`src/rtl/lpfs_pkg.sv`:
```
package lpfs_pkg;

  localparam int LED_COUNT_DEF = 8;
  localparam int PWM_BITS_DEF  = 12;
  localparam int COLOR_COUNT   = 3;
  localparam int CMD_W         = 3;
  localparam int LEVEL_IN_W    = 12;

  typedef enum logic [CMD_W-1:0] {
    CMD_WRITE_RGB   = 3'd0,
    CMD_WRITE_COLOR = 3'd1,
    CMD_START       = 3'd2,
    CMD_BLANK       = 3'd3,
    CMD_TICK        = 3'd4
  } cmd_t;

  localparam logic [1:0] COLOR_RED   = 2'd0;
  localparam logic [1:0] COLOR_GREEN = 2'd1;
  localparam logic [1:0] COLOR_BLUE  = 2'd2;

  typedef struct packed {
    logic active;       // frame in progress
    logic fresh;        // current channel not loaded yet
    logic latch_phase;  // all bits sent, latch pending
  } lpfs_status_t;

  typedef struct packed {
    logic serial_data;
    logic shift_clock;
    logic latch_pulse;
    logic output_blanked;
    logic busy_res;
    logic frame_done;
  } lpfs_result_t;

endpackage

```
`src/rtl/lpfs_level_bank.sv`:
```
module lpfs_level_bank #(
  parameter int DEPTH = lpfs_pkg::LED_COUNT_DEF,
  parameter int WIDTH = lpfs_pkg::PWM_BITS_DEF,
  localparam int ADDR_W = (DEPTH > 1) ? $clog2(DEPTH) : 1
) (
  input  logic                     clk,
  input  logic                     rst,
  input  logic                     wr_en,
  input  logic [ADDR_W-1:0]        wr_addr,
  input  logic [WIDTH-1:0]         wr_data,
  input  logic [ADDR_W-1:0]        rd_addr,
  output logic [WIDTH-1:0]         rd_data
);

  logic [WIDTH-1:0] mem [DEPTH];
  logic [DEPTH-1:0] written;
  logic [WIDTH-1:0] rd_word;
  logic             rd_ok;

  always_ff @(posedge clk) begin
    if (wr_en) begin
      mem[wr_addr] <= wr_data;
    end
  end

  always_ff @(posedge clk) begin
    if (rst) begin
      written <= '0;
    end else if (wr_en) begin
      written[wr_addr] <= 1'b1;
    end
  end

  // Forward a same-cycle write so the read word is never stale.
  always_ff @(posedge clk) begin
    if (rst) begin
      rd_ok <= 1'b0;
    end else if (wr_en && wr_addr == rd_addr) begin
      rd_ok <= 1'b1;
    end else begin
      rd_ok <= written[rd_addr];
    end
  end

  always_ff @(posedge clk) begin
    if (wr_en && wr_addr == rd_addr) begin
      rd_word <= wr_data;
    end else begin
      rd_word <= mem[rd_addr];
    end
  end

  // Entries never written read as zero.
  assign rd_data = rd_ok ? rd_word : '0;

endmodule

```
`src/rtl/lpfs_shifter.sv`:
```
module lpfs_shifter #(
  parameter int LED_COUNT = lpfs_pkg::LED_COUNT_DEF,
  parameter int PWM_BITS  = lpfs_pkg::PWM_BITS_DEF,
  localparam int LED_W    = (LED_COUNT > 1) ? $clog2(LED_COUNT) : 1,
  localparam int BIT_W    = $clog2(PWM_BITS + 1)
) (
  input  logic                   clk,
  input  logic                   rst,
  input  logic                   step,
  input  lpfs_pkg::cmd_t         cmd,
  input  logic [PWM_BITS-1:0]    rd_data,
  output lpfs_pkg::lpfs_result_t result,
  output lpfs_pkg::lpfs_status_t status,
  output logic [LED_W-1:0]       led_cnt,
  output logic [1:0]             color_cnt,
  output logic [LED_W-1:0]       led_cnt_next
);

  logic [PWM_BITS-1:0] shift_word, shift_word_next;
  logic [BIT_W-1:0]    bit_cnt, bit_cnt_next;
  logic                active, active_next;
  logic                blank, blank_next;
  logic [1:0]          color_cnt_next;
  logic [PWM_BITS-1:0] word;
  logic                latch;

  always_comb begin
    shift_word_next = shift_word;
    bit_cnt_next    = bit_cnt;
    active_next     = active;
    blank_next      = blank;
    led_cnt_next    = led_cnt;
    color_cnt_next  = color_cnt;
    word            = (bit_cnt == BIT_W'(PWM_BITS)) ? rd_data : shift_word;
    latch           = 1'b0;
    result          = '0;
    if (step) begin
      case (cmd)
        lpfs_pkg::CMD_START: begin
          if (!active) begin
            active_next    = 1'b1;
            led_cnt_next   = LED_W'(LED_COUNT - 1);
            color_cnt_next = lpfs_pkg::COLOR_BLUE;
            bit_cnt_next   = BIT_W'(PWM_BITS);
          end
        end
        lpfs_pkg::CMD_BLANK: begin
          blank_next = 1'b1;
        end
        lpfs_pkg::CMD_TICK: begin
          if (active) begin
            if (bit_cnt == '0) begin
              latch       = 1'b1;
              blank_next  = 1'b0;
              active_next = 1'b0;
            end else begin
              result.serial_data = word[PWM_BITS-1];
              result.shift_clock = 1'b1;
              shift_word_next    = word << 1;
              bit_cnt_next       = bit_cnt - BIT_W'(1);
              // Advance to the next lower channel; channel 0 leaves the latch pending.
              if (bit_cnt_next == '0 &&
                  !(led_cnt == '0 && color_cnt == lpfs_pkg::COLOR_RED)) begin
                bit_cnt_next = BIT_W'(PWM_BITS);
                if (color_cnt == lpfs_pkg::COLOR_RED) begin
                  color_cnt_next = lpfs_pkg::COLOR_BLUE;
                  led_cnt_next   = led_cnt - LED_W'(1);
                end else begin
                  color_cnt_next = color_cnt - 2'd1;
                end
              end
            end
          end
        end
        default: begin
        end
      endcase
    end
    result.latch_pulse    = latch;
    result.frame_done     = latch;
    result.busy_res       = active_next || latch;
    result.output_blanked = blank_next || latch;
  end

  always_ff @(posedge clk) begin
    if (rst) begin
      shift_word <= '0;
      bit_cnt    <= '0;
      active     <= 1'b0;
      blank      <= 1'b0;
      led_cnt    <= '0;
      color_cnt  <= lpfs_pkg::COLOR_RED;
    end else begin
      shift_word <= shift_word_next;
      bit_cnt    <= bit_cnt_next;
      active     <= active_next;
      blank      <= blank_next;
      led_cnt    <= led_cnt_next;
      color_cnt  <= color_cnt_next;
    end
  end

  assign status.active      = active;
  assign status.fresh       = (bit_cnt == BIT_W'(PWM_BITS));
  assign status.latch_phase = active && (bit_cnt == '0);

endmodule

```
`src/rtl/led_pwm_frame_serializer_unit.sv`:
```
// Serial PWM frame driver for LED_COUNT RGB LEDs with PWM_BITS-bit levels. An item is
// taken each cycle while the result register is free or being drained, and its result
// appears in that register on the next cycle. A start command arms a frame; each
// following tick clocks one bit out, MSB first, from the highest channel (last LED, blue)
// down to channel 0, and one more tick latches with blank pulsed. A frame thus spans
// LED_COUNT*3*PWM_BITS + 1 ticks. Levels live in three banks (red, green, blue), each
// with one write and one read port, read every cycle at the LED that comes next, so a
// write lands in time for the following tick. Writes to a channel already loaded in the
// running frame are dropped, as are writes to an LED or color out of range.
module led_pwm_frame_serializer_unit #(
  parameter int LED_COUNT = lpfs_pkg::LED_COUNT_DEF,
  parameter int PWM_BITS  = lpfs_pkg::PWM_BITS_DEF
) (
  input  logic        clk,
  input  logic        rst,
  input  logic        item_valid,
  output logic        item_ready,
  input  logic [2:0]  command,
  input  logic [2:0]  led_index,
  input  logic [1:0]  color_index,
  input  logic [11:0] red_level,
  input  logic [11:0] green_level,
  input  logic [11:0] blue_level,
  input  logic [11:0] channel_level,
  output logic        result_valid,
  input  logic        result_ready,
  output logic        serial_data,
  output logic        shift_clock,
  output logic        latch_pulse,
  output logic        output_blanked,
  output logic        busy_res,
  output logic        frame_done
);

  localparam int LED_W = (LED_COUNT > 1) ? $clog2(LED_COUNT) : 1;

  lpfs_pkg::cmd_t         cmd;
  lpfs_pkg::lpfs_result_t res;
  lpfs_pkg::lpfs_status_t status;
  logic                   step;
  logic [LED_W-1:0]       led_cnt, led_cnt_next;
  logic [1:0]             color_cnt;
  logic [LED_W-1:0]       wr_led;
  logic                   led_ok;
  logic [2:0]             can_write;
  logic [2:0]             wr_en;
  logic [PWM_BITS-1:0]    wr_data [3];
  logic [PWM_BITS-1:0]    bank_data [3];
  logic [PWM_BITS-1:0]    rd_data;

  assign cmd        = lpfs_pkg::cmd_t'(command);
  assign item_ready = !result_valid || result_ready;
  assign step       = item_valid && item_ready;
  assign led_ok     = (32'(led_index) < LED_COUNT);
  assign wr_led     = LED_W'(led_index);

  // A channel may be written if it is not yet loaded in the running frame.
  always_comb begin
    for (int c = 0; c < lpfs_pkg::COLOR_COUNT; c++) begin
      if (!status.active) begin
        can_write[c] = 1'b1;
      end else if (status.latch_phase) begin
        can_write[c] = 1'b0;
      end else if (32'(led_index) < 32'(led_cnt)) begin
        can_write[c] = 1'b1;
      end else if (32'(led_index) == 32'(led_cnt)) begin
        can_write[c] = (2'(c) < color_cnt) || (2'(c) == color_cnt && status.fresh);
      end else begin
        can_write[c] = 1'b0;
      end
    end
  end

  always_comb begin
    wr_en = '0;
    wr_data[0] = PWM_BITS'(red_level);
    wr_data[1] = PWM_BITS'(green_level);
    wr_data[2] = PWM_BITS'(blue_level);
    if (step && led_ok) begin
      case (cmd)
        lpfs_pkg::CMD_WRITE_RGB: begin
          wr_en = can_write;
        end
        lpfs_pkg::CMD_WRITE_COLOR: begin
          for (int c = 0; c < lpfs_pkg::COLOR_COUNT; c++) begin
            if (color_index == 2'(c)) begin
              wr_en[c]   = can_write[c];
              wr_data[c] = PWM_BITS'(channel_level);
            end
          end
        end
        default: begin
        end
      endcase
    end
  end

  for (genvar g = 0; g < lpfs_pkg::COLOR_COUNT; g++) begin : g_bank
    lpfs_level_bank #(
      .DEPTH (LED_COUNT),
      .WIDTH (PWM_BITS)
    ) u_bank (
      .clk     (clk),
      .rst     (rst),
      .wr_en   (wr_en[g]),
      .wr_addr (wr_led),
      .wr_data (wr_data[g]),
      .rd_addr (led_cnt_next),
      .rd_data (bank_data[g])
    );
  end

  always_comb begin
    case (color_cnt)
      lpfs_pkg::COLOR_RED:   rd_data = bank_data[0];
      lpfs_pkg::COLOR_GREEN: rd_data = bank_data[1];
      default:               rd_data = bank_data[2];
    endcase
  end

  lpfs_shifter #(
    .LED_COUNT (LED_COUNT),
    .PWM_BITS  (PWM_BITS)
  ) u_shifter (
    .clk            (clk),
    .rst            (rst),
    .step           (step),
    .cmd            (cmd),
    .rd_data        (rd_data),
    .result         (res),
    .status         (status),
    .led_cnt        (led_cnt),
    .color_cnt      (color_cnt),
    .led_cnt_next   (led_cnt_next)
  );

  always_ff @(posedge clk) begin
    if (rst) begin
      result_valid <= 1'b0;
    end else if (step) begin
      result_valid <= 1'b1;
    end else if (result_ready) begin
      result_valid <= 1'b0;
    end
  end

  always_ff @(posedge clk) begin
    if (step) begin
      serial_data    <= res.serial_data;
      shift_clock    <= res.shift_clock;
      latch_pulse    <= res.latch_pulse;
      output_blanked <= res.output_blanked;
      busy_res       <= res.busy_res;
      frame_done     <= res.frame_done;
    end
  end

`ifndef SYNTHESIS
  a_step_gives_result: assert property (@(posedge clk) disable iff (rst)
    step |=> result_valid)
    else $error("accepted item produced no result");

  a_latch_flags: assert property (@(posedge clk) disable iff (rst)
    result_valid && latch_pulse |-> frame_done && output_blanked && busy_res)
    else $error("latch result missing done, blank or busy");

  a_shift_or_latch: assert property (@(posedge clk) disable iff (rst)
    result_valid |-> !(shift_clock && latch_pulse))
    else $error("shift and latch on the same transfer");

  a_idle_tick: assert property (@(posedge clk) disable iff (rst)
    step && cmd == lpfs_pkg::CMD_TICK && !status.active |=> !shift_clock && !latch_pulse)
    else $error("idle tick shifted or latched");

  a_wr_outside_frame: assert property (@(posedge clk) disable iff (rst)
    status.latch_phase |-> wr_en == '0)
    else $error("level written during latch phase");
`endif

endmodule
```
`config.mk`:
```
export PLATFORM = sky130hd
export DESIGN_NAME = led_pwm_frame_serializer_unit
export DESIGN_NICKNAME = d
export VERILOG_FILES = /design/src/rtl/lpfs_pkg.sv /design/src/rtl/lpfs_level_bank.sv /design/src/rtl/lpfs_shifter.sv /design/src/rtl/led_pwm_frame_serializer_unit.sv
export SDC_FILE = /design/constraint.sdc
export NUM_CORES = 1
export LEC_CHECK = 0
export BUFFER_PORTS_ARGS = -buffer_cell sky130_fd_sc_hd__buf_2
export CAP_MARGIN = 20
export CORE_MARGIN = 2
export CORE_UTILIZATION = 50
export CTS_BUF_LIST = sky130_fd_sc_hd__clkbuf_8
export DETAILED_ROUTE_END_ITERATION = 12
export HOLD_SLACK_MARGIN = 0.03
export PLACE_DENSITY = 0.67
export RECOVER_POWER = 25
export REMOVE_ABC_BUFFERS = 1
export SETUP_SLACK_MARGIN = 0.4
export SYNTH_ARGS = -nofsm -noshare
export SYNTH_HDL_FRONTEND = slang
export SYNTH_SLANG_ARGS = --single-unit
```
`constraint.sdc`:
```
create_clock -name clk -period 5.2 [get_ports clk]
set_input_delay 0.52 -clock clk [delete_from_list [all_inputs] [get_ports clk]]
set_output_delay 0.52 -clock clk [all_outputs]
set_load 0.005 [all_outputs]
```
* Word-level counts from Yosys, hierarchy flattened
Memory sizes are Yosys's and may differ from the RTL's. A register that Yosys moved wholly into a read port is not among the register bits.
Index checks and enable logic that the tools add are counted.
Widths: inputs -> output; s select.
** Operators by class
- $add $sub $neg :: 3
- Multipliers :: 0
- Divide/modulo/power cells :: 0
- Order comparisons :: 7
- Eq/ne operators :: 16
- Shifts and indexed selects :: 0
- Multiplexer cells :: 77
- Bitwise gates (word level) :: 6
- Reduce and logical (&&, ||, !) cells :: 32
** Operator list (count)
- $mux 12 :: 7
- $mux 36 :: 2
- $mux 1 :: 41
- $or 8x8->8 :: 3
- $pmux 12 s2 :: 1
- $mux 3 :: 7
- $mux 4 :: 4
- $pmux 3 s2 :: 2
- $logic_and 1x1->1 :: 11
- $mux 2 :: 5
- $bmux 1 s3 :: 3
- $logic_not 4->1 :: 2
- $lt 3x4->1 const B :: 2
- $pmux 4 s2 :: 1
- $eq 3x2->1 const B :: 2
- $eq 3x3->1 :: 2
- $logic_not 3->1 :: 2
- $logic_or 1x1->1 :: 6
- $reduce_and 6->1 :: 1
- $reduce_and 5->1 :: 1
- $eq 2x1->1 const B :: 2
- $eq 4x4->1 const B :: 1
- $logic_not 2->1 :: 2
- $lt 1x2->1 const A :: 2
- other kinds (22) :: 29
** Word-level totals
- Bits in registers :: 55
- Latch bits :: 0
- Memory bits (writable) :: 288
- Memory bits (read-only) :: 0
- Input port bits :: 60
- Logic and storage cells :: 162
- Memories :: 3
** Memory list
- g_bank[0].u_bank.mem :: words 8, width 12, read ports 1, clocked after Yosys merged registers in 1, write ports 1, line lpfs_level_bank.sv:15 : logic [WIDTH-1:0] mem [DEPTH];
- g_bank[1].u_bank.mem :: words 8, width 12, read ports 1, clocked after Yosys merged registers in 1, write ports 1, line lpfs_level_bank.sv:15
- g_bank[2].u_bank.mem :: words 8, width 12, read ports 1, clocked after Yosys merged registers in 1, write ports 1, line lpfs_level_bank.sv:15

* Logic depth before layout (Yosys ltp)
- Depth after elaboration :: 12
- Gate-level depth with buffers :: 11
- Gate-level depth less buffers :: 11

* By module
A second synthesis with hierarchy kept.
** Second synthesis, totals
- Cells, all modules :: 851
- Area total of the unflattened synthesis :: 15016.9 sq um
** By module, submodules not included
- lpfs_level_bank :: instances 3, cells an instance 197, area an instance 4179.0 sq um, sequential area each 3123.0 sq um
- led_pwm_frame_serializer_unit :: instances 1, cells an instance 121, area an instance 1253.7 sq um, sequential area each 200.2 sq um
- lpfs_shifter :: instances 1, cells an instance 139, area an instance 1226.2 sq um, sequential area each 440.4 sq um

* Worst setup path before layout
Ideal clock, no wire load.
- Path kind :: input to register
- From :: input port led_index[0]
- To :: memory g_bank[2].u_bank.mem[0][0] in the netlist's numbering (enable)
- Arrival time :: 2621 ps
- Data required time :: 4820 ps
- Path slack :: 2199 ps
- Stages on the path :: 9
- Cells stage by stage :: clkbuf_1 -> clkinv_1 -> ha_1 -> nand3_1 -> nor2_1 -> nor2_1 -> or3_1 -> clkbuf_1 -> nor2_1
** Between the ends
- Cells in the longest elaborated chain, start to end :: 10
** RTL lines
- from (decl) :: line led_pwm_frame_serializer_unit.sv:19 : input logic [2:0] led_index,
- branches (longest 10 deep; another with $lt 3x3->1)
- to (decl) :: line lpfs_level_bank.sv:15
Several ways; the timed one is not identified.

* Final worst setup path
- From :: register result_valid
- To :: memory g_bank[2].u_bank.mem[1][4] in the netlist's numbering (enable)
** Between the ends
- Cells in the longest elaborated chain, start to end :: 6
** RTL lines
- from (decl) :: line led_pwm_frame_serializer_unit.sv:25 : output logic result_valid,
- from (signal assigned) :: line led_pwm_frame_serializer_unit.sv:139 : result_valid <= 1'b0;
- from (signal assigned) :: line led_pwm_frame_serializer_unit.sv:141 : result_valid <= 1'b1;
- from (signal assigned) :: line led_pwm_frame_serializer_unit.sv:143 : result_valid <= 1'b0;
- $logic_not 1->1 :: line led_pwm_frame_serializer_unit.sv:52 : assign item_ready = !result_valid || result_ready;
- $logic_or 1x1->1 :: line led_pwm_frame_serializer_unit.sv:52
- $logic_and 1x1->1 :: line led_pwm_frame_serializer_unit.sv:53 : assign step = item_valid && item_ready;
- net step :: line led_pwm_frame_serializer_unit.sv:40 : logic step;
- $mux 3 :: line led_pwm_frame_serializer_unit.sv:79 : if (step && led_ok) begin
- $mux 1 :: line lpfs_level_bank.sv:21 : if (wr_en) begin
- $mux 1 (not written as such) :: line lpfs_level_bank.sv:22 : mem[wr_addr] <= wr_data;
The timed path passes the listed nets, and every way through them passes these cells.

==> flow_summary.json <==
{
  "status": "finished, violations left",
  "violations": "max-capacitance violations, max-slew violations",
  "wirelength_um": 31630,
  "ir_drop_mv": 0.2060,
  "ys.flop_type": "edfxtp_1",
  "grt_start_max_net_pins": 51,
  "grt.total_usage_pct": 21.25,
  "hold_buffers": 0,
  "clock_latency_ns": 0.59,
  "max_cap_viol_count": 2,
  "synth_top_cell_by_area": "edfxtp_1",
  "syn2layout_area_growth_pct": 12.82,
  "drtIter0Drc": 777,
  "drv_slew": 67,
  "port_buffers": 67,
  "end_kind": "flop",
  "ys_ff_latch": 346,
  "antenna_cells": 0,
  "clock_sinks": 346,
  "final.min_clock_period_ns": 4.053,
  "die_h_um": 172.8,
  "path_class": "flop to flop",
  "die_w_um": 172.8,
  "cts_tree": "done",
  "core-area_um2": 27930,
  "first_pass_iters": 6,
  "netlist_area_um2": 14240,
  "cts_buffers": 55,
  "finish.instance_area_um2": 16060,
  "grt_overflow": 0,
  "post_cts_buffers": 0,
  "htreeDepth": 2,
  "ys_types": 51,
  "grt_pass1_wl_um": 47560,
  "required_ns": 5.40,
  "skew_ns": 0.02373,
  "num_vias": 7819,
  "synthCells": 854,
  "hold_slack_ns": 0.2070,
  "cts_buffer_depth": 3,
  "fmax_mhz": 246.7,
  "synth.area.top_cells": "edfxtp_1 (62%), mux4_2 (11%), dfxtp_1 (7.5%)",
  "p_leak_nw": 5.314,
  "slew_headroom_pct": -52.99,
  "initial_utilization_pct": 50.97,
  "hp-class": "primary input to flop",
  "hold_viol": 0,
  "setup_tns_ns": 0,
  "async_flop_share_pct": 0,
  "yosys_warnings": 0,
  "power_density_nw_per_um2": 336.4,
  "crit_path_start_kind": "flop",
  "synth_seq_area_share_pct": 69.24,
  "cp_max_fo": 13,
  "path_clk_slew_ns": 0.06,
  "die_area_um2": 29840,
  "drive_above_1_share_pct": 26.20,
  "synth_edf_count": 293,
  "antenna_found_initial": 1,
  "syn_avg_cell_area_um2": 16.67,
  "wire_per_inst_um": 22.88,
  "pin_count": 68,
  "final_nets": 1029,
  "synth_top_area_share_pct": 61.79,
  "placementRows": 61,
  "yosysMostFrequentCell": "edfxtp_1",
  "routed_via_density": 5.658,
  "root_buffer": "clkbuf_8",
  "crit_arrival_ns": 4.25,
  "synth_common_cells": "edfxtp_1 (293), nor2_1 (107), mux4_2 (72)",
  "finalCritPeriodShare_pct": 77.94,
  "cts_resized": 0,
  "grt_pass1_vias": 7776,
  "placed_cell_area_um2": 15010,
  "postRouteAntennaNets": 0,
  "setup_viol": 0,
  "rsz0062_at_grt": "no",
  "tightest_slew_ns": 2.295,
  "hpwl_um": 21180,
  "drcViolationCount": 0,
  "gp_congestion": 0.7945
}
kinds of logic after synthesis:
kind of cell	share of synthesized area, %
XOR/XNOR	0.4833
buffers and inverters	1.784
multiplexers	17.75
adder cells (fa/ha/maj)	0.8787
flip-flops	69.24
AO/OA/AOI/OAI	3.928
AND/OR/NAND/NOR	5.932
path summary, 6_finish.rpt:
path                                             startpoint                          end  slack (ns)  cells past startpoint
worst max-delay path                           result_valid   g_bank[2].u_bank.mem[1][4]        1.15                      9
worst min register to register  g_bank[1].u_bank.written[4]  g_bank[1].u_bank.written[4]        0.47                      2
worst min-delay path                             item_valid                 result_valid        0.21                      3
worst max register to register                 result_valid   g_bank[2].u_bank.mem[1][4]        1.15                      9
cell usage in the layout, fill, tap and decap left out, drive strengths merged, types with 4 or more instances in the layout:
cell type    n
inv         35
nand2       23
dfxtp       53
and3         4
ha          10
o21ai       16
o22ai       29
clkinv      24
a211o        5
mux2i       50
mux4        72
nor2       108
edfxtp     293
xnor2        4
nor3b        4
mux2        36
a21oi       32
clkbuf      65
buf         87
nor3        11
nand3       11
or3          7
sequential cells by signal (all words and copies together) (netlist names), named ones only:
name	flops
g_bank.u_bank.mem	288
g_bank.u_bank.written	24
u_shifter.shift_word	11
u_shifter.bit_cnt	4
g_bank.u_bank.rd_ok	3
u_shifter.led_cnt	3
u_shifter.color_cnt	2
busy_res	1
frame_done	1
output_blanked	1
result_valid	1
serial_data	1
shift_clock	1
u_shifter.active	1
u_shifter.blank	1
area by class of cell:
type,instances,area (µm²)
fill,2163,11870
sequential,346,9866
multi-input combinational,446,4125
clock buffer,60,825.8
timing repair buffer,92,518.0
tap,378,473.0
clock inverter,42,188.9
inverter,18,67.56
routing by layer:
metal	up-vias	global-route usage [%]	share of wire [%]
met5	-	0	0
li1	3567	-	-
met4	0	7.380	3.1
met2	302	33.15	46
met1	3895	29.68	43
met3	55	5.013	7.3
critical path, cell delays in order (launching register included):
cell	delay, ns
dfxtp_1	0.30
nand2b_1	0.14
nand2_1	0.13
inv_1	0.29
nand3_1	0.27
nor3b_2	0.20
clkbuf_1	0.79
nor2b_1	0.15
or3_1	0.52
nor2_1	0.87
metrics by stage:
stage / total power, mW / util, % / instances / setup WS (ns)
2_1_floorplan: 3.260 / - / 810 / 0.8061
3_3_place_gp: 3.371 / 53.72 / 1273 / 1.547
3_5_place_dp: 3.373 / 53.72 / 1273 / 1.488
4_1_cts: 5.455 / 57.35 / 1375 / 1.825
5_1_grt: 5.593 / 57.51 / 1382 / 0.8238
6_report: 5.403 / 57.51 / 1382 / 1.147
where the power goes:
group | switching, mW | total [mW] | internal (mW)
registers | 0.0272 | 3.05 | 3.02
clock network | 1.03 | 2.09 | 1.07
logic | 0.153 | 0.263 | 0.110
Note: power is estimated with default switching activity, not from simulation.
